**config.mk**
```make
export PLATFORM = sky130hd
export DESIGN_NAME = constant_multiply_shift_add_recoder_top_flat
export DESIGN_NICKNAME = d
export VERILOG_FILES = /design/src/hw/rtl/csdr_pkg.sv /design/src/hw/rtl/csdr_if.sv /design/src/hw/rtl/csdr_scan.sv /design/src/hw/rtl/csdr_est.sv /design/src/hw/rtl/constant_multiply_shift_add_recoder_top.sv /design/src/flat_wrapper.sv
export VERILOG_INCLUDE_DIRS = /design/src /design/src/hw/rtl
export SDC_FILE = /design/constraint.sdc
export NUM_CORES = 1
export LEC_CHECK = 0
export ABC_AREA = 0
export BUFFER_PORTS_ARGS = -buffer_cell sky130_fd_sc_hd__buf_2
export CAP_MARGIN = 20
export CORE_ASPECT_RATIO = 0.8
export CORE_MARGIN = 5
export CORE_UTILIZATION = 25
export CTS_BUF_LIST = sky130_fd_sc_hd__clkbuf_2
export DETAILED_ROUTE_END_ITERATION = 12
export PLACE_DENSITY = 0.46
export SYNTH_ARGS = -nofsm -noshare
export SYNTH_HDL_FRONTEND = slang
export SYNTH_HIERARCHICAL = 1
export SYNTH_SLANG_ARGS = --single-unit
```
**constraint.sdc**
```tcl
create_clock -name clk -period 5 [get_ports clk]
set_clock_uncertainty 0.2 [all_clocks]
set_input_delay 0 -clock clk [delete_from_list [all_inputs] [get_ports clk]]
set_output_delay 0 -clock clk [all_outputs]
set_load 0.02 [all_outputs]
```
**src/hw/rtl/constant_multiply_shift_add_recoder_top_assert.svh**
```systemverilog
// Assertion macros shared by the recoder RTL.
// Users must have clk and rst (sync, active high) in scope.
`ifndef CONSTANT_MULTIPLY_SHIFT_ADD_RECODER_TOP_ASSERT_SVH
`define CONSTANT_MULTIPLY_SHIFT_ADD_RECODER_TOP_ASSERT_SVH

// same-cycle implication
`define CSDR_ASSERT_IMP(name, ante, cons, msg) \
  name: assert property (@(posedge clk) disable iff (rst) (ante) |-> (cons)) \
    else $error(msg);

// next-cycle implication
`define CSDR_ASSERT_NXT(name, ante, cons, msg) \
  name: assert property (@(posedge clk) disable iff (rst) (ante) |=> (cons)) \
    else $error(msg);

`endif

```
**src/hw/rtl/csdr_pkg.sv**
```systemverilog
// Shared types, constants and helper functions for the constant recoder.
// No dependencies.
`timescale 1ns / 1ps
`default_nettype none

package csdr_pkg;

  localparam int WORD_BITS_DEF   = 32;
  localparam int ISSUE_WIDTH_DEF = 8;
  localparam int DATA_W          = 32;  // input constant width
  localparam int CNT_W           = 7;   // internal term / shift counters
  localparam int ITEMS_MAX       = 17;  // most items emitted per constant
  localparam int LIMIT_W         = 6;
  localparam logic [LIMIT_W-1:0] LIMIT_RST = 6'd3;
  localparam int SHAMT_W         = 5;
  localparam int CNT_OUT_W       = 6;
  localparam int KIND_W          = 3;

  typedef enum logic [KIND_W-1:0] {
    KIND_TERM = 3'd0,
    KIND_COPY = 3'd1,
    KIND_ZERO = 3'd2,
    KIND_NEG  = 3'd3,
    KIND_ERR  = 3'd4
  } kind_t;

  // scanner status toward the sequencer
  typedef struct packed {
    logic             done;
    logic             term;
    logic             sub;
    logic [CNT_W-1:0] term_count;
    logic [CNT_W-1:0] shift_count;
  } scan_stat_t;

  // one result item as held in the output register
  typedef struct packed {
    kind_t                kind;
    logic [SHAMT_W-1:0]   shamt;
    logic                 uses;
    logic                 sub;
    logic                 neg;
    logic [CNT_OUT_W-1:0] ops;
    logic [CNT_OUT_W-1:0] cyc;
    logic                 ok;
    logic                 last;
  } item_t;

  // number of bits needed to represent v (0 for v == 0)
  function automatic logic [3:0] bit_len(input logic [7:0] v);
    logic [3:0] n;
    n = 4'd0;
    for (int k = 0; k < 8; k++) begin
      if (v[k]) begin
        n = 4'(k + 1);
      end
    end
    return n;
  endfunction

endpackage

`default_nettype wire

```
**src/hw/rtl/csdr_if.sv**
```systemverilog
// Handshake channel interfaces for the recoder: constant in, result items out.
// Depends on csdr_pkg.
`timescale 1ns / 1ps
`default_nettype none

interface csdr_in_if import csdr_pkg::*; ();
  logic                     valid;
  logic                     ready;
  logic signed [DATA_W-1:0] constant_value;

  modport source (output valid, output constant_value, input ready);
  modport sink   (input valid, input constant_value, output ready);
endinterface

interface csdr_out_if import csdr_pkg::*; ();
  logic                 valid;
  logic                 ready;
  logic [KIND_W-1:0]    result_kind;
  logic [SHAMT_W-1:0]   shift_amount;
  logic                 uses_shift;
  logic                 subtract;
  logic                 negate_result;
  logic [CNT_OUT_W-1:0] operation_count;
  logic [CNT_OUT_W-1:0] cycle_estimate;
  logic                 within_limit;
  logic                 last;

  modport source (output valid, output result_kind, output shift_amount,
                  output uses_shift, output subtract, output negate_result,
                  output operation_count, output cycle_estimate,
                  output within_limit, output last, input ready);
  modport sink   (input valid, input result_kind, input shift_amount,
                  input uses_shift, input subtract, input negate_result,
                  input operation_count, input cycle_estimate,
                  input within_limit, input last, output ready);
endinterface

`default_nettype wire

```
**src/hw/rtl/csdr_scan.sv**
```systemverilog
// Bit-serial run scanner: walks the magnitude from the top bit, one decision
// per step, and reports add/subtract terms. Depends on csdr_pkg.
`timescale 1ns / 1ps
`default_nettype none
`include "constant_multiply_shift_add_recoder_top_assert.svh"

module csdr_scan import csdr_pkg::*; #(
  parameter int  WORD_BITS = WORD_BITS_DEF,
  localparam int MAG_W     = (WORD_BITS < DATA_W) ? WORD_BITS : DATA_W,
  localparam int POS_W     = $clog2(MAG_W + 1)
) (
  input  logic             clk,
  input  logic             rst,
  input  logic             load,
  input  logic [MAG_W-1:0] load_mag,
  input  logic             step,
  output scan_stat_t       stat,
  output logic [POS_W-1:0] term_shift
);

  logic [MAG_W-1:0] win;   // bit at MAG_W-1 is the bit at position pos
  logic [POS_W-1:0] pos;
  logic             run;
  logic             run_next;
  logic             adv2;
  logic             term;
  logic             sub;
  logic             done;
  logic [CNT_W-1:0] term_count;
  logic [CNT_W-1:0] shift_count;
  logic             b0, b1, b2, b3, b4;

  assign b0 = win[MAG_W-1];
  assign b1 = win[MAG_W-2];
  assign b2 = win[MAG_W-3];
  assign b3 = win[MAG_W-4];
  assign b4 = win[MAG_W-5];

  assign done = !run && (win == '0);

  always_comb begin
    term       = 1'b0;
    sub        = 1'b0;
    term_shift = pos;
    adv2       = 1'b0;
    run_next   = run;
    if (run) begin
      if (!b1) begin
        if (b2 && b3) begin
          // single zero then a run of two or more: merge, subtract the zero
          term       = 1'b1;
          sub        = 1'b1;
          term_shift = pos - POS_W'(1);
          adv2       = 1'b1;
        end else begin
          // run ends here: subtract its bottom bit
          term     = 1'b1;
          sub      = 1'b1;
          run_next = 1'b0;
        end
      end
    end else if (b0) begin
      term = 1'b1;
      if (b1 && (b2 || (b3 && b4))) begin
        term_shift = pos + POS_W'(1);
        run_next   = 1'b1;
      end
    end
  end

  always_ff @(posedge clk) begin
    if (rst) begin
      win         <= '0;
      pos         <= '0;
      run         <= 1'b0;
      term_count  <= '0;
      shift_count <= '0;
    end else if (load) begin
      win         <= load_mag;
      pos         <= POS_W'(MAG_W - 1);
      run         <= 1'b0;
      term_count  <= '0;
      shift_count <= '0;
    end else if (step && !done) begin
      win <= adv2 ? (win << 2) : (win << 1);
      pos <= adv2 ? (pos - POS_W'(2)) : (pos - POS_W'(1));
      run <= run_next;
      if (term) begin
        term_count <= term_count + CNT_W'(1);
        if (term_shift != '0) begin
          shift_count <= shift_count + CNT_W'(1);
        end
      end
    end
  end

  assign stat.done        = done;
  assign stat.term        = term;
  assign stat.sub         = sub;
  assign stat.term_count  = term_count;
  assign stat.shift_count = shift_count;

  `CSDR_ASSERT_IMP(a_run_on_one, run, win[MAG_W-1], "scan: run mode off a one bit")
  `CSDR_ASSERT_IMP(a_done_no_term, done, !term, "scan: term reported after scan end")

endmodule

`default_nettype wire

```
**src/hw/rtl/csdr_est.sv**
```systemverilog
// Cycle estimate unit: one shared subtractor forms ceil(x / ISSUE_WIDTH)
// one step per cycle, plus the adder-tree height. Depends on csdr_pkg.
`timescale 1ns / 1ps
`default_nettype none

module csdr_est import csdr_pkg::*; #(
  parameter int ISSUE_WIDTH = ISSUE_WIDTH_DEF
) (
  input  logic                 clk,
  input  logic                 rst,
  input  logic                 start,
  input  logic                 neg,
  input  logic [CNT_W-1:0]     term_count,
  input  logic [CNT_W-1:0]     shift_count,
  output logic                 done,
  output logic [CNT_OUT_W-1:0] cyc_est
);

  localparam int NUM_W = CNT_W + 1;
  localparam int Q_W   = NUM_W + 1;
  localparam logic [3:0]       IW_LEN = bit_len(8'(ISSUE_WIDTH));
  localparam logic [NUM_W-1:0] IW_V   = NUM_W'(ISSUE_WIDTH);
  localparam logic [NUM_W-1:0] DEP_V  = NUM_W'((1 << IW_LEN) - 1);

  logic [NUM_W-1:0] tm1;
  logic [NUM_W-1:0] num;
  logic [Q_W-1:0]   base;
  logic             small_tree;
  logic [NUM_W-1:0] rem;
  logic [Q_W-1:0]   q;
  logic             busy;

  always_comb begin
    tm1        = {1'b0, term_count} - NUM_W'(1);
    small_tree = (tm1 <= DEP_V);
    if (small_tree) begin
      num  = {1'b0, shift_count};
      base = Q_W'(bit_len(tm1)) + Q_W'(neg);
    end else begin
      num  = tm1 - DEP_V + {1'b0, shift_count};
      base = Q_W'(IW_LEN) + Q_W'(neg);
    end
  end

  always_ff @(posedge clk) begin
    if (rst) begin
      busy <= 1'b0;
    end else if (start) begin
      rem  <= num;
      q    <= base;
      busy <= 1'b1;
    end else if (busy) begin
      if (rem == '0) begin
        busy <= 1'b0;
      end else begin
        rem <= (rem > IW_V) ? (rem - IW_V) : '0;
        q   <= q + Q_W'(1);
      end
    end
  end

  assign done    = busy && (rem == '0);
  assign cyc_est = (q > Q_W'(63)) ? CNT_OUT_W'(63) : q[CNT_OUT_W-1:0];

endmodule

`default_nettype wire

```
**src/hw/rtl/constant_multiply_shift_add_recoder_top.sv**
```systemverilog
// Flow: the scan steps from the top bit down to the lowest set bit, one bit per step (a merge
// covers two), the scan end is seen, the estimate unit forms ceil(n / ISSUE_WIDTH) (n = shifts
// plus terms beyond the adder tree depth), then the last item is loaded before the next input
// transfer is taken. Constants -1, 0, 1 and error cases skip the scan and the estimate.
// Throughput: one constant at a time; scan stalls while the output holds.
// Reset (rst, sync, active high): idle, output empty, limit = 3.
`timescale 1ns / 1ps
`default_nettype none
`include "constant_multiply_shift_add_recoder_top_assert.svh"

module constant_multiply_shift_add_recoder_top import csdr_pkg::*; #(
  parameter int WORD_BITS   = WORD_BITS_DEF,
  parameter int ISSUE_WIDTH = ISSUE_WIDTH_DEF
) (
  input  logic               clk,
  input  logic               rst,
  input  logic               cfg_wr_en,
  input  logic [LIMIT_W-1:0] cfg_wr_data,
  csdr_in_if.sink            operand,
  csdr_out_if.source         result
);

  localparam int MAG_W   = (WORD_BITS < DATA_W) ? WORD_BITS : DATA_W;
  localparam int POS_W   = $clog2(MAG_W + 1);
  localparam bit ERR_CHK = (WORD_BITS <= DATA_W);

  typedef enum logic [4:0] {
    ST_IDLE = 5'b00001,
    ST_SPEC = 5'b00010,
    ST_SCAN = 5'b00100,
    ST_EST  = 5'b01000,
    ST_LAST = 5'b10000
  } state_t;

  state_t               state;
  logic [LIMIT_W-1:0]   limit;
  kind_t                spec_kind;
  kind_t                kind_next;
  logic                 neg;
  logic                 pend_valid;
  logic [POS_W-1:0]     pend_shift;
  logic                 pend_sub;
  logic                 out_valid;
  item_t                out_q;
  item_t                out_val;
  logic                 out_load;
  logic                 out_free;
  logic                 accept;
  logic                 special;
  logic [DATA_W-1:0]    raw;
  logic [DATA_W-1:0]    mag_full;
  logic [MAG_W-1:0]     mag;
  scan_stat_t           stat;
  logic [POS_W-1:0]     term_shift;
  logic                 keep;
  logic                 push_pend;
  logic                 step;
  logic                 est_start;
  logic                 est_done;
  logic [CNT_OUT_W-1:0] est_cyc;
  logic [CNT_W:0]       ops_sum;
  logic [CNT_OUT_W-1:0] ops_sat;
  logic [POS_W+SHAMT_W-1:0] sh_ext;

  assign operand.ready = (state == ST_IDLE);
  assign accept        = operand.valid && operand.ready;
  assign out_free      = !out_valid || result.ready;

  // classify the incoming constant
  always_comb begin
    raw       = operand.constant_value;
    mag_full  = raw[DATA_W-1] ? (~raw + DATA_W'(1)) : raw;
    mag       = mag_full[MAG_W-1:0];
    special   = 1'b1;
    kind_next = KIND_ZERO;
    if (raw == '1) begin
      kind_next = KIND_NEG;
    end else if (raw == DATA_W'(1)) begin
      kind_next = KIND_COPY;
    end else if (raw == '0 || mag == '0) begin
      kind_next = KIND_ZERO;
    end else if (ERR_CHK && mag[MAG_W-1]) begin
      kind_next = KIND_ERR;
    end else begin
      special = 1'b0;
    end
  end

  csdr_scan #(.WORD_BITS(WORD_BITS)) u_scan (
    .clk        (clk),
    .rst        (rst),
    .load       (accept && !special),
    .load_mag   (mag),
    .step       (step),
    .stat       (stat),
    .term_shift (term_shift)
  );

  // a new term that is kept displaces the pending one to the output
  assign keep      = (stat.term_count < CNT_W'(ITEMS_MAX));
  assign push_pend = stat.term && keep && pend_valid;
  assign step      = (state == ST_SCAN) && !stat.done && (!push_pend || out_free);
  assign est_start = (state == ST_SCAN) && stat.done;

  csdr_est #(.ISSUE_WIDTH(ISSUE_WIDTH)) u_est (
    .clk         (clk),
    .rst         (rst),
    .start       (est_start),
    .neg         (neg),
    .term_count  (stat.term_count),
    .shift_count (stat.shift_count),
    .done        (est_done),
    .cyc_est     (est_cyc)
  );

  always_comb begin
    ops_sum = {1'b0, stat.shift_count} + {1'b0, stat.term_count}
              + (CNT_W+1)'(neg) - (CNT_W+1)'(1);
    ops_sat = (ops_sum > (CNT_W+1)'(63)) ? CNT_OUT_W'(63) : ops_sum[CNT_OUT_W-1:0];
    sh_ext  = {{SHAMT_W{1'b0}}, pend_shift};
  end

  // output item builder
  always_comb begin
    out_val       = '0;
    out_val.kind  = KIND_TERM;
    out_val.shamt = sh_ext[SHAMT_W-1:0];
    out_val.uses  = (pend_shift != '0);
    out_val.sub   = pend_sub;
    out_load      = 1'b0;
    case (state)
      ST_SPEC: begin
        out_val      = '0;
        out_val.kind = spec_kind;
        out_val.last = 1'b1;
        if (spec_kind != KIND_ERR) begin
          out_val.ops = CNT_OUT_W'(1);
          out_val.cyc = CNT_OUT_W'(1);
          out_val.ok  = (limit != '0);
        end
        out_load = out_free;
      end
      ST_SCAN: begin
        out_load = step && push_pend;
      end
      ST_LAST: begin
        out_val.neg  = neg;
        out_val.ops  = ops_sat;
        out_val.cyc  = est_cyc;
        out_val.ok   = (ops_sat <= limit);
        out_val.last = 1'b1;
        out_load     = out_free;
      end
      default: begin
        out_load = 1'b0;
      end
    endcase
  end

  always_ff @(posedge clk) begin
    if (rst) begin
      state      <= ST_IDLE;
      limit      <= LIMIT_RST;
      pend_valid <= 1'b0;
      out_valid  <= 1'b0;
    end else begin
      if (cfg_wr_en) begin
        limit <= cfg_wr_data;
      end
      if (out_load) begin
        out_q     <= out_val;
        out_valid <= 1'b1;
      end else if (result.ready) begin
        out_valid <= 1'b0;
      end
      case (state)
        ST_IDLE: begin
          if (accept) begin
            neg        <= raw[DATA_W-1];
            spec_kind  <= kind_next;
            pend_valid <= 1'b0;
            state      <= special ? ST_SPEC : ST_SCAN;
          end
        end
        ST_SPEC: begin
          if (out_free) begin
            state <= ST_IDLE;
          end
        end
        ST_SCAN: begin
          if (step && stat.term && keep) begin
            pend_valid <= 1'b1;
            pend_shift <= term_shift;
            pend_sub   <= stat.sub;
          end
          if (stat.done) begin
            state <= ST_EST;
          end
        end
        ST_EST: begin
          if (est_done) begin
            state <= ST_LAST;
          end
        end
        ST_LAST: begin
          if (out_free) begin
            pend_valid <= 1'b0;
            state      <= ST_IDLE;
          end
        end
        default: begin
          state <= ST_IDLE;
        end
      endcase
    end
  end

  assign result.valid           = out_valid;
  assign result.result_kind     = out_q.kind;
  assign result.shift_amount    = out_q.shamt;
  assign result.uses_shift      = out_q.uses;
  assign result.subtract        = out_q.sub;
  assign result.negate_result   = out_q.neg;
  assign result.operation_count = out_q.ops;
  assign result.cycle_estimate  = out_q.cyc;
  assign result.within_limit    = out_q.ok;
  assign result.last            = out_q.last;

  `CSDR_ASSERT_IMP(a_last_has_item, state == ST_LAST, pend_valid, "top: final item missing")
  `CSDR_ASSERT_IMP(a_no_overwrite, out_load, out_free, "top: output overwritten")
  `CSDR_ASSERT_NXT(a_busy_after_in, accept, !operand.ready, "top: ready right after transfer")

endmodule

`default_nettype wire

```
**src/flat_wrapper.sv**
```systemverilog
// flat-port wrapper written by rule: the top's interface ports become plain ports
module constant_multiply_shift_add_recoder_top_flat import csdr_pkg::*;
#(
  parameter int WORD_BITS   = WORD_BITS_DEF,
  parameter int ISSUE_WIDTH = ISSUE_WIDTH_DEF
)
  (clk, rst, cfg_wr_en, cfg_wr_data, operand_valid, operand_constant_value, operand_ready, result_valid, result_result_kind, result_shift_amount, result_uses_shift, result_subtract, result_negate_result, result_operation_count, result_cycle_estimate, result_within_limit, result_last, result_ready);
  csdr_in_if operand_i ();
  csdr_out_if result_i ();
  input  logic clk;
  input  logic rst;
  input  logic cfg_wr_en;
  input  logic [LIMIT_W-1:0] cfg_wr_data;
  input wire logic [$bits(operand_i.valid)-1:0] operand_valid;
  input wire logic [$bits(operand_i.constant_value)-1:0] operand_constant_value;
  output wire logic [$bits(operand_i.ready)-1:0] operand_ready;
  output wire logic [$bits(result_i.valid)-1:0] result_valid;
  output wire logic [$bits(result_i.result_kind)-1:0] result_result_kind;
  output wire logic [$bits(result_i.shift_amount)-1:0] result_shift_amount;
  output wire logic [$bits(result_i.uses_shift)-1:0] result_uses_shift;
  output wire logic [$bits(result_i.subtract)-1:0] result_subtract;
  output wire logic [$bits(result_i.negate_result)-1:0] result_negate_result;
  output wire logic [$bits(result_i.operation_count)-1:0] result_operation_count;
  output wire logic [$bits(result_i.cycle_estimate)-1:0] result_cycle_estimate;
  output wire logic [$bits(result_i.within_limit)-1:0] result_within_limit;
  output wire logic [$bits(result_i.last)-1:0] result_last;
  input wire logic [$bits(result_i.ready)-1:0] result_ready;
  assign operand_i.valid = operand_valid;
  assign operand_i.constant_value = operand_constant_value;
  assign operand_ready = operand_i.ready;
  assign result_valid = result_i.valid;
  assign result_result_kind = result_i.result_kind;
  assign result_shift_amount = result_i.shift_amount;
  assign result_uses_shift = result_i.uses_shift;
  assign result_subtract = result_i.subtract;
  assign result_negate_result = result_i.negate_result;
  assign result_operation_count = result_i.operation_count;
  assign result_cycle_estimate = result_i.cycle_estimate;
  assign result_within_limit = result_i.within_limit;
  assign result_last = result_i.last;
  assign result_i.ready = result_ready;
  constant_multiply_shift_add_recoder_top #(.WORD_BITS(WORD_BITS), .ISSUE_WIDTH(ISSUE_WIDTH)) u_core (.clk(clk), .rst(rst), .cfg_wr_en(cfg_wr_en), .cfg_wr_data(cfg_wr_data), .operand(operand_i), .result(result_i));
endmodule
```
==> results.yml, run 1 <==
placement:
  placed_cell_area_um2: 9740
  placed_cells: 1604
  portBuffers: 69
  gpl.final_weighted_congestion: 0.866
  place_hpwl_um: 19300
worst_setup_path:
  setup.worst_path.start_class: "flip-flop"
  arrival_time_of_data_at_the_critical_path_endpoint_ns: 4.90
  start_point_of_the_critical_path: "u_core/u_scan/term_count[1]"
  path_class: "reg -> reg"
  crit_path_max_fo: 12
  worst_setup_path_end_kind: "flip-flop"
  worstPathRequired_ns: 5.36
  r2r-start: "u_core/u_scan/term_count[1]"
synthesis:
  async_flop_share: 0
  synthAdderAreaFrac: 0.0703
  netlist_instances: 1113
  part_of_the_yosys_area_used_for_sequential_elements: 0.322
  synth.distinct_cells: 93
  syn-num-nets: 1206
  syn_area_um2: 9110
  synth_mux_area_frac: 0.0244
  synth_simple_gate_area_share: 0.269
  synth-compound-area-share: 0.173
  syn-mean-instance-area_um2: 8.19
  synth_xor_area_frac: 0.0605
  synth_enable_flop_cells: 53
  synth_top_flop_cell: "sky130_fd_sc_hd__dfxtp_1"
  yosys_warns: 6
  largest_family_of_logic_cells_by_synthesized_area: "simple AND/OR/NAND/NOR gates"
  post_synthesis_register_bit_count: 120
power_and_ir_drop:
  p_int_mw: 1.63
  power_leakage_nw: 4.22
  p_sw_mw: 0.716
  clkPwrFrac: 0.307
  pwr-share-comb: 0.217
  ir_drop_uv: 154
  power.sequential.fraction: 0.476
  power_density_nw_per_um2: 211
  power_switching_share: 0.305
timing:
  fin_tns_setup_ns: 0
  finalHoldViolations: 0
  unrepaired_setup_endpoints_after_global_routing: "false"
  tightestPinTransition_ns: 0.788
  finalSetupViolCount: 0
  max_clock_freq_ghz: 0.220
  max-slew-margin-rel: 0.470
  final_period_minus_worst_setup_slack_ns: 4.55
  post-route-period-util: 0.910
  slew_viol_final: 0
die:
  design.portCount: 70
  start_util: 0.254
  placeableCoreArea_um2: 35900
  die_h_um: 181
  die_area_um2: 40400
  placementRows: 62
  die_x_um: 223
global_routing:
  grt_start_max_net_pins: 72
  track_usage: 0.133
  grt_pass1_wl_um: 44100
  grt_remaining_overflow: 0
  antenna_violations_before_repair: 1
  number_of_global_route_vias_before_repair: 8168
layout:
  area_taken_by_multi_input_logic_gates_um2: 5450
  finalInstanceArea_um2: 11100
  fin_cells: 1747
  syn2layout_area_growth_pct: 21.8
  filler_cell_count: 3825
  final_layout_size_suffix_gt1_frac: 0.119
  design.final.nets: 1346
  seqCellArea_um2: 2930
clock_network:
  postCtsSetupRepairBufs: 0
  worst_setup_hold_path_clk_slew_ns: 0.22
  clock_tree_from_tritoncts: "yes"
  clk-insertion-delay-late_ns: 0.71
  cts_max_path_buffers: 2
  cts_num_sinks: 120
  root_buffer_cell: "sky130_fd_sc_hd__clkbuf_2"
  tritoncts_buffer_count: 17
  h_tree_depth: 4
route:
  route.final.wire_length_um: 26900
  via_per_inst: 4.86
  detail-route-antenna-nets: 0
  drt_drc_violations_left: 0
  drt-pass1-iter-count: 5
  dr.first_iter.drc_count: 674
  route.vias.total: 8488
  average_detailed_routed_wire_length_per_instance_um: 15.4
flow_run:
  max-cap-violations: 0
worst_hold_path:
  hold_path_class: "in -> reg"
  holdCritStartpoint: "operand_constant_value[31]"
outcome:
  status: "finished, final reports clean"
[cells in the final DEF, fill, tap and decap left out, drive strengths merged, types with 6 or more instances in the layout]
| cell | netlist | routed |
|---|---|---|
| a211oi | 10 | 10 |
| a21o | 7 | 7 |
| a21oi | 75 | 75 |
| a311o | 27 | 27 |
| a31oi | 8 | 8 |
| and2 | 26 | 26 |
| and3 | 8 | 8 |
| buf | 25 | 86 |
| clkbuf | 49 | 21 |
| dfxtp | 67 | 67 |
| dlygate4sd3 | 0 | 110 |
| edfxtp | 53 | 53 |
| ha | 48 | 48 |
| inv | 74 | 75 |
| mux2i | 20 | 20 |
| nand2 | 153 | 153 |
| nand2b | 18 | 18 |
| nand3 | 25 | 25 |
| nand3b | 8 | 8 |
| nand4 | 22 | 22 |
| nor2 | 124 | 124 |
| nor2b | 7 | 7 |
| nor3 | 14 | 14 |
| nor4 | 26 | 26 |
| o211ai | 6 | 6 |
| o21a | 7 | 7 |
| o21ai | 27 | 27 |
| o22ai | 8 | 8 |
| o31ai | 7 | 7 |
| or3 | 16 | 16 |
| or4 | 9 | 9 |
| xnor2 | 45 | 45 |
| xor2 | 18 | 18 |
[final cells by class]
cell class | instances | area share
Multi-Input combinational cell | 844 | 0.491
Inverter | 74 | 0.0250
Antenna cell | 1 | 0.000225
Clock buffer | 21 | 0.00947
Sequential cell | 120 | 0.264
Tap cell | 480 | 0.0541
Timing Repair Buffer | 196 | 0.142
Clock inverter | 11 | 0.0141
[flip-flops by register name, indices dropped and copies added, names as in the netlist, 6 cells and up]
signal and flops:
u_core/u_est/q 9, u_core/pend_shift 6, u_core/u_scan/shift_count 7, u_core/limit 6, u_core/u_est/rem 8, u_core/u_scan/term_count 7
u_core/result.cycle_estimate 6, u_core/u_scan/pos 6, u_core/result.operation_count 6, u_core/u_scan/win 32
[power by group through the flow]
stage,registers (mW),logic (mW),clock network [mW]
6_report,1.12,0.510,0.720
3_3_place_gp,1.14,0.423,0
3_5_place_dp,1.14,0.425,0
2_1_floorplan,1.11,0.339,0
5_1_grt,1.13,0.571,0.803
4_1_cts,1.12,0.509,0.754
[kinds of logic (layout without fill, tap and decap cells)]
group                    Yosys count  count (layout)
flip-flops                       120             120
multiplexers                      22              22
other                              0               1
AND/OR/NAND/NOR                  487             487
XOR/XNOR                          63              63
adder cells (fa/ha/maj)           50              50
buffers and inverters            149             302
AO/OA/AOI/OAI                    222             222
[critical path, stage by stage, from the launching register on]
cell and delay [ns]:
sky130_fd_sc_hd__dfxtp_1 0.60, sky130_fd_sc_hd__inv_1 0.08, sky130_fd_sc_hd__ha_1 0.35, sky130_fd_sc_hd__inv_1 0.07, sky130_fd_sc_hd__ha_1 0.29, sky130_fd_sc_hd__a21o_1 0.18, sky130_fd_sc_hd__a21oi_1 0.21, sky130_fd_sc_hd__o21ai_0 0.12
sky130_fd_sc_hd__a21oi_1 0.32, sky130_fd_sc_hd__mux2i_1 0.13, sky130_fd_sc_hd__nor3_1 0.42, sky130_fd_sc_hd__nand2b_1 0.20, sky130_fd_sc_hd__ha_1 0.24, sky130_fd_sc_hd__nor2b_1 0.13, sky130_fd_sc_hd__o21a_1 0.17, sky130_fd_sc_hd__o21a_1 0.16
sky130_fd_sc_hd__o21ai_0 0.13, sky130_fd_sc_hd__nand2b_1 0.08, sky130_fd_sc_hd__a21oi_1 0.14, sky130_fd_sc_hd__a31oi_1 0.05, sky130_fd_sc_hd__o22ai_1 0.12
[per-stage QoR]
step | total power, mW | utilization | hold WS [ns] | worst slack (ns)
2_1_floorplan | 1.45 | - | -0.128 | 0.881
3_3_place_gp | 1.56 | 0.271 | 0.0416 | 0.667
3_5_place_dp | 1.56 | 0.271 | 0.0439 | 0.540
4_1_cts | 2.38 | 0.309 | 0.0179 | 0.423
5_1_grt | 2.50 | 0.309 | 0.0256 | 0.0965
6_report | 2.35 | 0.309 | 0.0822 | 0.452
[path summary, 6_finish.rpt]
check,end,slack (ns),cells after the start
hold / removal,u_core/neg,0.08,2
setup reg to reg,u_core/result.within_limit,0.45,20
hold reg to reg,u_core/pend_valid,0.33,2
setup / recovery,u_core/result.within_limit,0.45,20
[metal layers]
| metal | vias to the layer above | track usage | routed length, µm |
|---|---|---|---|
| met1 | 4001 | 0.195 | 13700 |
| met2 | 228 | 0.200 | 11500 |
| li1 | 4239 | - | - |
| met3 | 20 | 0.0290 | 1440 |
| met5 | - | 0 | 0 |
| met4 | 0 | 0.0277 | 268 |
[synth_stat cells, types with 4 or more instances]
| cell | n | area share |
|---|---|---|
| sky130_fd_sc_hd__nand2_1 | 153 | 0.063 |
| sky130_fd_sc_hd__nor2_1 | 124 | 0.051 |
| sky130_fd_sc_hd__inv_1 | 74 | 0.030 |
| sky130_fd_sc_hd__a21oi_1 | 73 | 0.040 |
| sky130_fd_sc_hd__dfxtp_1 | 67 | 0.15 |
| sky130_fd_sc_hd__edfxtp_1 | 53 | 0.17 |
| sky130_fd_sc_hd__ha_1 | 48 | 0.066 |
| sky130_fd_sc_hd__xnor2_1 | 45 | 0.043 |
| sky130_fd_sc_hd__clkbuf_1 | 41 | 0.017 |
| sky130_fd_sc_hd__a311o_1 | 27 | 0.030 |
| sky130_fd_sc_hd__o21ai_0 | 27 | 0.015 |
| sky130_fd_sc_hd__and2_1 | 25 | 0.017 |
| sky130_fd_sc_hd__nand3_1 | 25 | 0.014 |
| sky130_fd_sc_hd__nor4_1 | 24 | 0.016 |
| sky130_fd_sc_hd__nand4_1 | 21 | 0.014 |
| sky130_fd_sc_hd__mux2i_1 | 20 | 0.022 |
| sky130_fd_sc_hd__xor2_1 | 18 | 0.017 |
| sky130_fd_sc_hd__nand2b_1 | 16 | 0.011 |
| sky130_fd_sc_hd__or3_1 | 15 | 0.010 |
| sky130_fd_sc_hd__nor3_1 | 13 | 0.0071 |
| sky130_fd_sc_hd__buf_6 | 12 | 0.015 |
| sky130_fd_sc_hd__a211oi_1 | 8 | 0.0066 |
| sky130_fd_sc_hd__a31oi_1 | 8 | 0.0055 |
| sky130_fd_sc_hd__nand3b_1 | 8 | 0.0066 |
| sky130_fd_sc_hd__or4_1 | 8 | 0.0066 |
| sky130_fd_sc_hd__nor2b_1 | 7 | 0.0048 |
| sky130_fd_sc_hd__o21a_1 | 7 | 0.0058 |
| sky130_fd_sc_hd__o22ai_1 | 7 | 0.0048 |
| sky130_fd_sc_hd__o31ai_1 | 7 | 0.0058 |
| sky130_fd_sc_hd__a21o_1 | 6 | 0.0049 |
| sky130_fd_sc_hd__and3_1 | 6 | 0.0041 |
| sky130_fd_sc_hd__buf_2 | 6 | 0.0033 |
| sky130_fd_sc_hd__o211ai_1 | 6 | 0.0049 |
| sky130_fd_sc_hd__buf_4 | 5 | 0.0041 |
| sky130_fd_sc_hd__clkbuf_8 | 5 | 0.0076 |
| sky130_fd_sc_hd__nand4b_1 | 5 | 0.0048 |
| sky130_fd_sc_hd__o21bai_1 | 5 | 0.0041 |
| sky130_fd_sc_hd__a32oi_1 | 4 | 0.0038 |
| sky130_fd_sc_hd__and4_1 | 4 | 0.0038 |
| sky130_fd_sc_hd__nor3b_1 | 4 | 0.0033 |
| sky130_fd_sc_hd__or2_2 | 4 | 0.0027 |
[what timing repair did]
action | CTS | global route
setup endpoints to repair | 0 | 1
hold buffers | 110 | 0
endpoints found under the hold margin | 101 | 0
resized for setup | 0 | 1
Note: power is estimated with default switching activity, not from simulation.
==> inputs of run 2 (changes only) <==
- CORE_UTILIZATION: 25 -> 63
- GPL_ROUTABILITY_DRIVEN: not set -> 1
- PLACE_DENSITY: 0.46 -> 0.89
==> results.yml, run 2 (synthesis results as in run 1) <==
power_and_ir_drop:
  ir_drop_uv: 192
  power_density_nw_per_um2: 215
  totalPowerFinal_mw: 2.29
  power_leakage_nw: 4.16
placement:
  place_hpwl_um: 16300
  placed_cells: 1303
  portBuffers: 69
  preCtsSetupSlack_ns: 0.250
  placed_cell_area_um2: 9340
  gpl.final_weighted_congestion: 0.952
die:
  design.portCount: 70
  start_util: 0.640
  placeableCoreArea_um2: 14200
  die_h_um: 118
  die_area_um2: 17000
  placementRows: 39
  die_x_um: 144
route:
  dr.first_iter.drc_count: 1245
  drt_drc_violations_left: 0
  route.final.wire_length_um: 25800
  via_per_inst: 6.32
  average_detailed_routed_wire_length_per_instance_um: 17.9
  route.vias.total: 9092
  drt-pass1-iter-count: 8
  detail-route-antenna-nets: 0
outcome:
  status: "finished, final reports clean"
timing:
  post-route-period-util: 0.940
  slew_viol_final: 0
  post-route-worst-setup-slack_ns: 0.301
  finalSetupViolCount: 0
  unrepaired_setup_endpoints_after_global_routing: "false"
  tightestPinTransition_ns: 1.14
  final_period_minus_worst_setup_slack_ns: 4.70
  fin_tns_setup_ns: 0
  max_clock_freq_ghz: 0.213
  finalHoldViolations: 0
  max-slew-margin-rel: 0.236
worst_setup_path:
  crit_path_max_fo: 12
  arrival_time_of_data_at_the_critical_path_endpoint_ns: 5.07
  worstPathRequired_ns: 5.37
  r2r-start: "u_core/u_scan/term_count[1]"
  start_point_of_the_critical_path: "u_core/u_scan/term_count[1]"
  path_class: "reg -> reg"
  worst_setup_path_end_kind: "flip-flop"
  setup.worst_path.start_class: "flip-flop"
layout:
  filler_cell_count: 938
  syn2layout_area_growth_pct: 16.6
  final_layout_size_suffix_gt1_frac: 0.119
  finalInstanceArea_um2: 10600
  design.final.nets: 1335
  max_flop_register: "u_core/u_scan/win"
  largest_register_ff_count: 32
  final_cell_mix: "sky130_fd_sc_hd__nand2_1, sky130_fd_sc_hd__nor2_1, sky130_fd_sc_hd__dlygate4sd3_1, sky130_fd_sc_hd__inv_1, sky130_fd_sc_hd__a21oi_1"
  most_common_library_cell_in_the_layout_ignoring_fill_and_taps: "sky130_fd_sc_hd__nand2_1"
  fin_cells: 1439
  largest_registers: "u_core/u_scan/win x32, u_core/u_est/q x9, u_core/u_est/rem x8"
  antenna_cells_inserted: 0
worst_hold_path:
  holdCritStartpoint: "operand_constant_value[0]"
  hold_path_class: "in -> reg"
clock_network:
  clock_tree_from_tritoncts: "yes"
  h_tree_depth: 4
  cts_max_path_buffers: 2
  clk-insertion-delay-late_ns: 0.71
  tritoncts_buffer_count: 17
  root_buffer_cell: "sky130_fd_sc_hd__clkbuf_2"
  worst_setup_hold_path_clk_slew_ns: 0.22
  cts_num_sinks: 120
  postCtsSetupRepairBufs: 0
global_routing:
  track_usage: 0.299
  antenna_violations_before_repair: 0
  grt_remaining_overflow: 0
  number_of_global_route_vias_before_repair: 8623
  grt_pass1_wl_um: 41900
  grt_start_max_net_pins: 62
flow_run:
  max-cap-violations: 0
## run 2: cell count changes in the layout (fill, tap and decap cells not counted), sizes merged
cell | previous run | this run
diode | 1 | 0
clkbuf | 21 | 18
bufinv | 4 | 2
clkinv | 5 | 7
clkinvlp | 1 | 2
buf | 86 | 81
dlygate4sd3 | 110 | 104
inv | 75 | 77
## run 2: routing by layer
layer  vias up  GRT usage  part of all wire
met3        90     0.0812             0.096
met2       537      0.473              0.47
met4         0      0.114             0.033
met5         -          0                 0
li1       4211          -                 -
met1      4254      0.387              0.40
## run 2: report_power, final
group | switching, mW | internal, mW
clock | 0.413 | 0.235
combinational | 0.279 | 0.240
sequential | 0.0569 | 1.06
## run 2: timing repair
| item | 4_1_cts | 5_1_grt |
|---|---|---|
| hold buffers | 104 | 0 |
| endpoints found under the setup margin | 0 | 1 |
| resized for setup | 0 | 2 |
| hold endpoints to repair | 64 | 0 |
## run 2: cell type report
class,count,area [µm²],share of cell area
clock inverters,14,150,0.0141
repair buffers,185,1490,0.140
clock buffers,18,90.1,0.00848
flip-flops and latches,120,2930,0.276
well taps,184,230,0.0217
inverters,74,278,0.0261
multi-input cells,844,5450,0.513
## run 2: final timing paths
kind	end	slack, ns	depth (start not counted)
worst max register to register	u_core/result.within_limit	0.30	20
worst min-delay path	u_core/u_scan/win[0]	0.07	4
worst min register to register	u_core/u_scan/pos[5]	0.36	2
worst max-delay path	u_core/result.within_limit	0.30	20
## run 2: critical path: stages (launching register included)
cell and delay [ns]:
sky130_fd_sc_hd__dfxtp_1 0.59, sky130_fd_sc_hd__inv_1 0.08, sky130_fd_sc_hd__ha_1 0.34, sky130_fd_sc_hd__inv_1 0.06
sky130_fd_sc_hd__ha_1 0.28, sky130_fd_sc_hd__a21o_1 0.18, sky130_fd_sc_hd__a21oi_1 0.24, sky130_fd_sc_hd__o21ai_0 0.12
sky130_fd_sc_hd__a21oi_1 0.35, sky130_fd_sc_hd__mux2i_1 0.14, sky130_fd_sc_hd__nor3_1 0.44, sky130_fd_sc_hd__nand2b_1 0.19
sky130_fd_sc_hd__ha_1 0.24, sky130_fd_sc_hd__nor2b_1 0.14, sky130_fd_sc_hd__o21a_1 0.16, sky130_fd_sc_hd__o21a_1 0.16
sky130_fd_sc_hd__o21ai_0 0.19, sky130_fd_sc_hd__nand2b_1 0.10, sky130_fd_sc_hd__a21oi_1 0.19, sky130_fd_sc_hd__a31oi_1 0.07
sky130_fd_sc_hd__o22ai_1 0.12
## run 2: through the flow
step | hold slack [ns] | utilization
CTS | 0.0227 | 0.746
detailed placement | 0.0511 | 0.656
global route | 0.0818 | 0.746
global placement | 0.0377 | 0.656
floorplan | -0.128 | -
finish | 0.0693 | 0.746
==> inputs of run 3 (changes only) <==
- SLEW_MARGIN: not set -> 20
- SYNTH_HIERARCHICAL: 1 -> not set
==> results.yml, run 3 <==
outcome:
  status: "finished, final reports clean"
worst_setup_path:
  timing.critical_path.buf_inv: 6
  rrSetupSlack_ns: 0.35
  path_class: "in -> reg"
  rr_worst_depth: 21
  worst_path_largest_cell_delay_ns: 0.59
  crit_slowest_cell: "sky130_fd_sc_hd__dlygate4sd3_1"
  crit_path_max_fo: 19
  worstPathRequired_ns: 5.46
  arrival_time_of_data_at_the_critical_path_endpoint_ns: 5.43
  path_cells: "dlygate4sd3_1 > buf_2 > dlygate4sd3_1 > inv_1 > ha_1 > or3b_2 > or4_1 > o21ai_0 > o2bb2ai_1 > o211ai_1 > nor4_2 > buf_4 > nor3_1 > nor3_1 > dlygate4sd3_1"
  r2r-start: "u_core.u_scan.term_count[1]"
  worst_setup_path_end_kind: "flip-flop"
  setup.worst_path.start_class: "primary input"
  worstReg2RegEnd: "u_core.result.within_limit"
  critical-path-top-delay-family: "buffers and inverters"
  crit_path_frequent_cell: "sky130_fd_sc_hd__dlygate4sd3_1"
power_and_ir_drop:
  power_leakage_nw: 3.81
  power_density_nw_per_um2: 212
  ir_drop_uv: 155
layout:
  design.final.nets: 1223
  largest_register_ff_count: 32
  final_layout_size_suffix_gt1_frac: 0.123
  largest_registers: "u_core.u_scan.win x32, u_core.u_est.q x9, u_core.u_est.rem x8"
  syn2layout_area_growth_pct: 19.0
  post-route-util: 0.773
  final_cell_mix: "sky130_fd_sc_hd__dlygate4sd3_1, sky130_fd_sc_hd__nor2_1, sky130_fd_sc_hd__a21oi_1, sky130_fd_sc_hd__buf_2"
  most_common_library_cell_in_the_layout_ignoring_fill_and_taps: "sky130_fd_sc_hd__dlygate4sd3_1"
  max_flop_register: "u_core.u_scan.win"
clock_network:
  cts_max_path_buffers: 2
  root_buffer_cell: "sky130_fd_sc_hd__clkbuf_2"
  clock_tree_from_tritoncts: "yes"
  tritoncts_buffer_count: 17
  worst_setup_hold_path_clk_slew_ns: 0.21
  cts_num_sinks: 120
  h_tree_depth: 4
  clk-insertion-delay-late_ns: 0.72
global_routing:
  grt_pass1_wl_um: 43100
  antenna_violations_before_repair: 2
  track_usage: 0.331
  grt_start_max_net_pins: 59
  number_of_global_route_vias_before_repair: 8557
  grt_remaining_overflow: 0
flow_run:
  max-cap-violations: 0
placement:
  preCtsSetupSlack_ns: 0.478
  place_hpwl_um: 15600
  portBuffers: 69
  gpl.final_weighted_congestion: 0.975
timing:
  final_period_minus_worst_setup_slack_ns: 4.97
  finalHoldViolations: 0
  post-route-period-util: 0.994
  max-slew-margin-rel: 0.242
  post-route-worst-setup-slack_ns: 0.0294
  finalSetupViolCount: 0
  fin_tns_setup_ns: 0
  max_clock_freq_ghz: 0.201
  slew_viol_final: 0
  unrepaired_setup_endpoints_after_global_routing: "false"
  tightestPinTransition_ns: 1.13
synthesis:
  syn_area_um2: 8440
  async_flop_share: 0
  syn-mean-instance-area_um2: 8.49
  netlist_instances: 995
  synth.distinct_cells: 72
  post_synthesis_register_bit_count: 120
  synth_area_leader_cell: "sky130_fd_sc_hd__edfxtp_1"
  synth_top_flop_cell: "sky130_fd_sc_hd__dfxtp_1"
  yosys_warns: 0
  syn-num-nets: 1090
  part_of_the_yosys_area_used_for_sequential_elements: 0.347
  post_synth_most_frequent_cells: "sky130_fd_sc_hd__nor2_1, sky130_fd_sc_hd__a21oi_1, sky130_fd_sc_hd__dfxtp_1"
  dominant_cell_by_count_in_the_synthesized_netlist: "sky130_fd_sc_hd__nor2_1"
  synth_enable_flop_cells: 53
  netlist.area_leader.share: 0.188
  synth.top_cells.by_area: "sky130_fd_sc_hd__edfxtp_1, sky130_fd_sc_hd__dfxtp_1, sky130_fd_sc_hd__ha_1"
die:
  placementRows: 37
  die_x_um: 139
  die_h_um: 114
  start_util: 0.649
  design.portCount: 70
  die_area_um2: 15800
  placeableCoreArea_um2: 13000
route:
  route.vias.total: 8941
  dr.first_iter.drc_count: 1479
  drt-pass1-iter-count: 12
  via_per_inst: 6.78
  route.final.wire_length_um: 26600
  average_detailed_routed_wire_length_per_instance_um: 20.2
  drt_drc_violations_left: 0
  detail-route-antenna-nets: 0
worst_hold_path:
  holdCritStartpoint: "operand_constant_value[31]"
  hold-path-endpoint: "u_core.neg"
  hold-path-cell-count: 2
  hold_path_class: "in -> reg"
[run 3: cell count changes in the layout (fill, tap and decap cells not counted), sizes merged, moves of 9 or more]
cell	delta
a22o	+10
a311o	-27
and2	-14
nand2	-92
nand2b	-14
nor2	-46
nor3	+35
o211ai	+13
or4	+9
xor2	+10
[run 3: repair_timing]
item                                    in CTS  in global routing
buffers inserted                             0                  3
hold buffers                               103                  0
resized for setup                            0                  2
endpoints found under the setup margin       0                  6
endpoints found under the hold margin       75                  0
[run 3: area by class of cell]
| class | instances | area [µm²] |
|---|---|---|
| tap | 175 | 219 |
| multi-input combinational | 738 | 4990 |
| sequential | 120 | 2930 |
| clock buffer | 18 | 90.1 |
| timing repair buffer | 184 | 1470 |
| clock inverter | 14 | 93.8 |
| antenna | 2 | 5.00 |
| fill | 756 | 2960 |
| inverter | 67 | 251 |
[run 3: worst max path at each step]
stage / start / end / depth (start not counted) / slack, ns
after global placement: u_core.u_scan.term_count[0] / u_core.result.within_limit / 21 / 0.69
after global routing: u_core.u_scan.term_count[0] / u_core.result.within_limit / 23 / 0.02
after CTS: operand_constant_value[0] / u_core.u_scan.win[12] / 14 / 0.17
final: operand_constant_value[0] / u_core.u_scan.win[24] / 15 / 0.03
after floorplan: u_core.u_scan.term_count[0] / u_core.result.within_limit / 21 / 0.88
after detailed placement: u_core.u_scan.term_count[0] / u_core.result.within_limit / 23 / 0.48
[run 3: metal layers]
layer | global-route usage | wire length [µm] | vias up
met5 | 0 | 0 | -
met3 | 0.0872 | 3440 | 218
met4 | 0.173 | 1440 | 0
li1 | - | - | 3911
met2 | 0.514 | 11500 | 777
met1 | 0.427 | 10200 | 4035
[run 3: logic make-up after synthesis]
family | synth area share
multiplexers | 0.0301
buffers and inverters | 0.0639
XOR/XNOR | 0.0757
adder cells (fa/ha/maj) | 0.0788
flip-flops | 0.347
AND/OR/NAND/NOR | 0.218
AO/OA/AOI/OAI | 0.186
[run 3: through the flow]
stage | hold WS (ns) | std cells | cell area (µm²) | total power [mW]
floorplan | -0.101 | 995 | 8440 | 1.36
global placement | 0.0360 | 1178 | 8810 | 1.45
finish | 0.269 | 1318 | 10000 | 2.13
detailed placement | 0.0404 | 1178 | 8810 | 1.46
CTS | 0.178 | 1313 | 10000 | 2.07
global route | 0.265 | 1318 | 10000 | 2.21
[run 3: report_power, final]
group | internal (mW) | leakage (nW) | total [mW] | switching [mW]
sequential | 1.05 | 0.996 | 1.11 | 0.0506
clock | 0.137 | 0.132 | 0.559 | 0.423
combinational | 0.206 | 2.68 | 0.468 | 0.262
total | 1.40 | 3.81 | 2.13 | 0.735
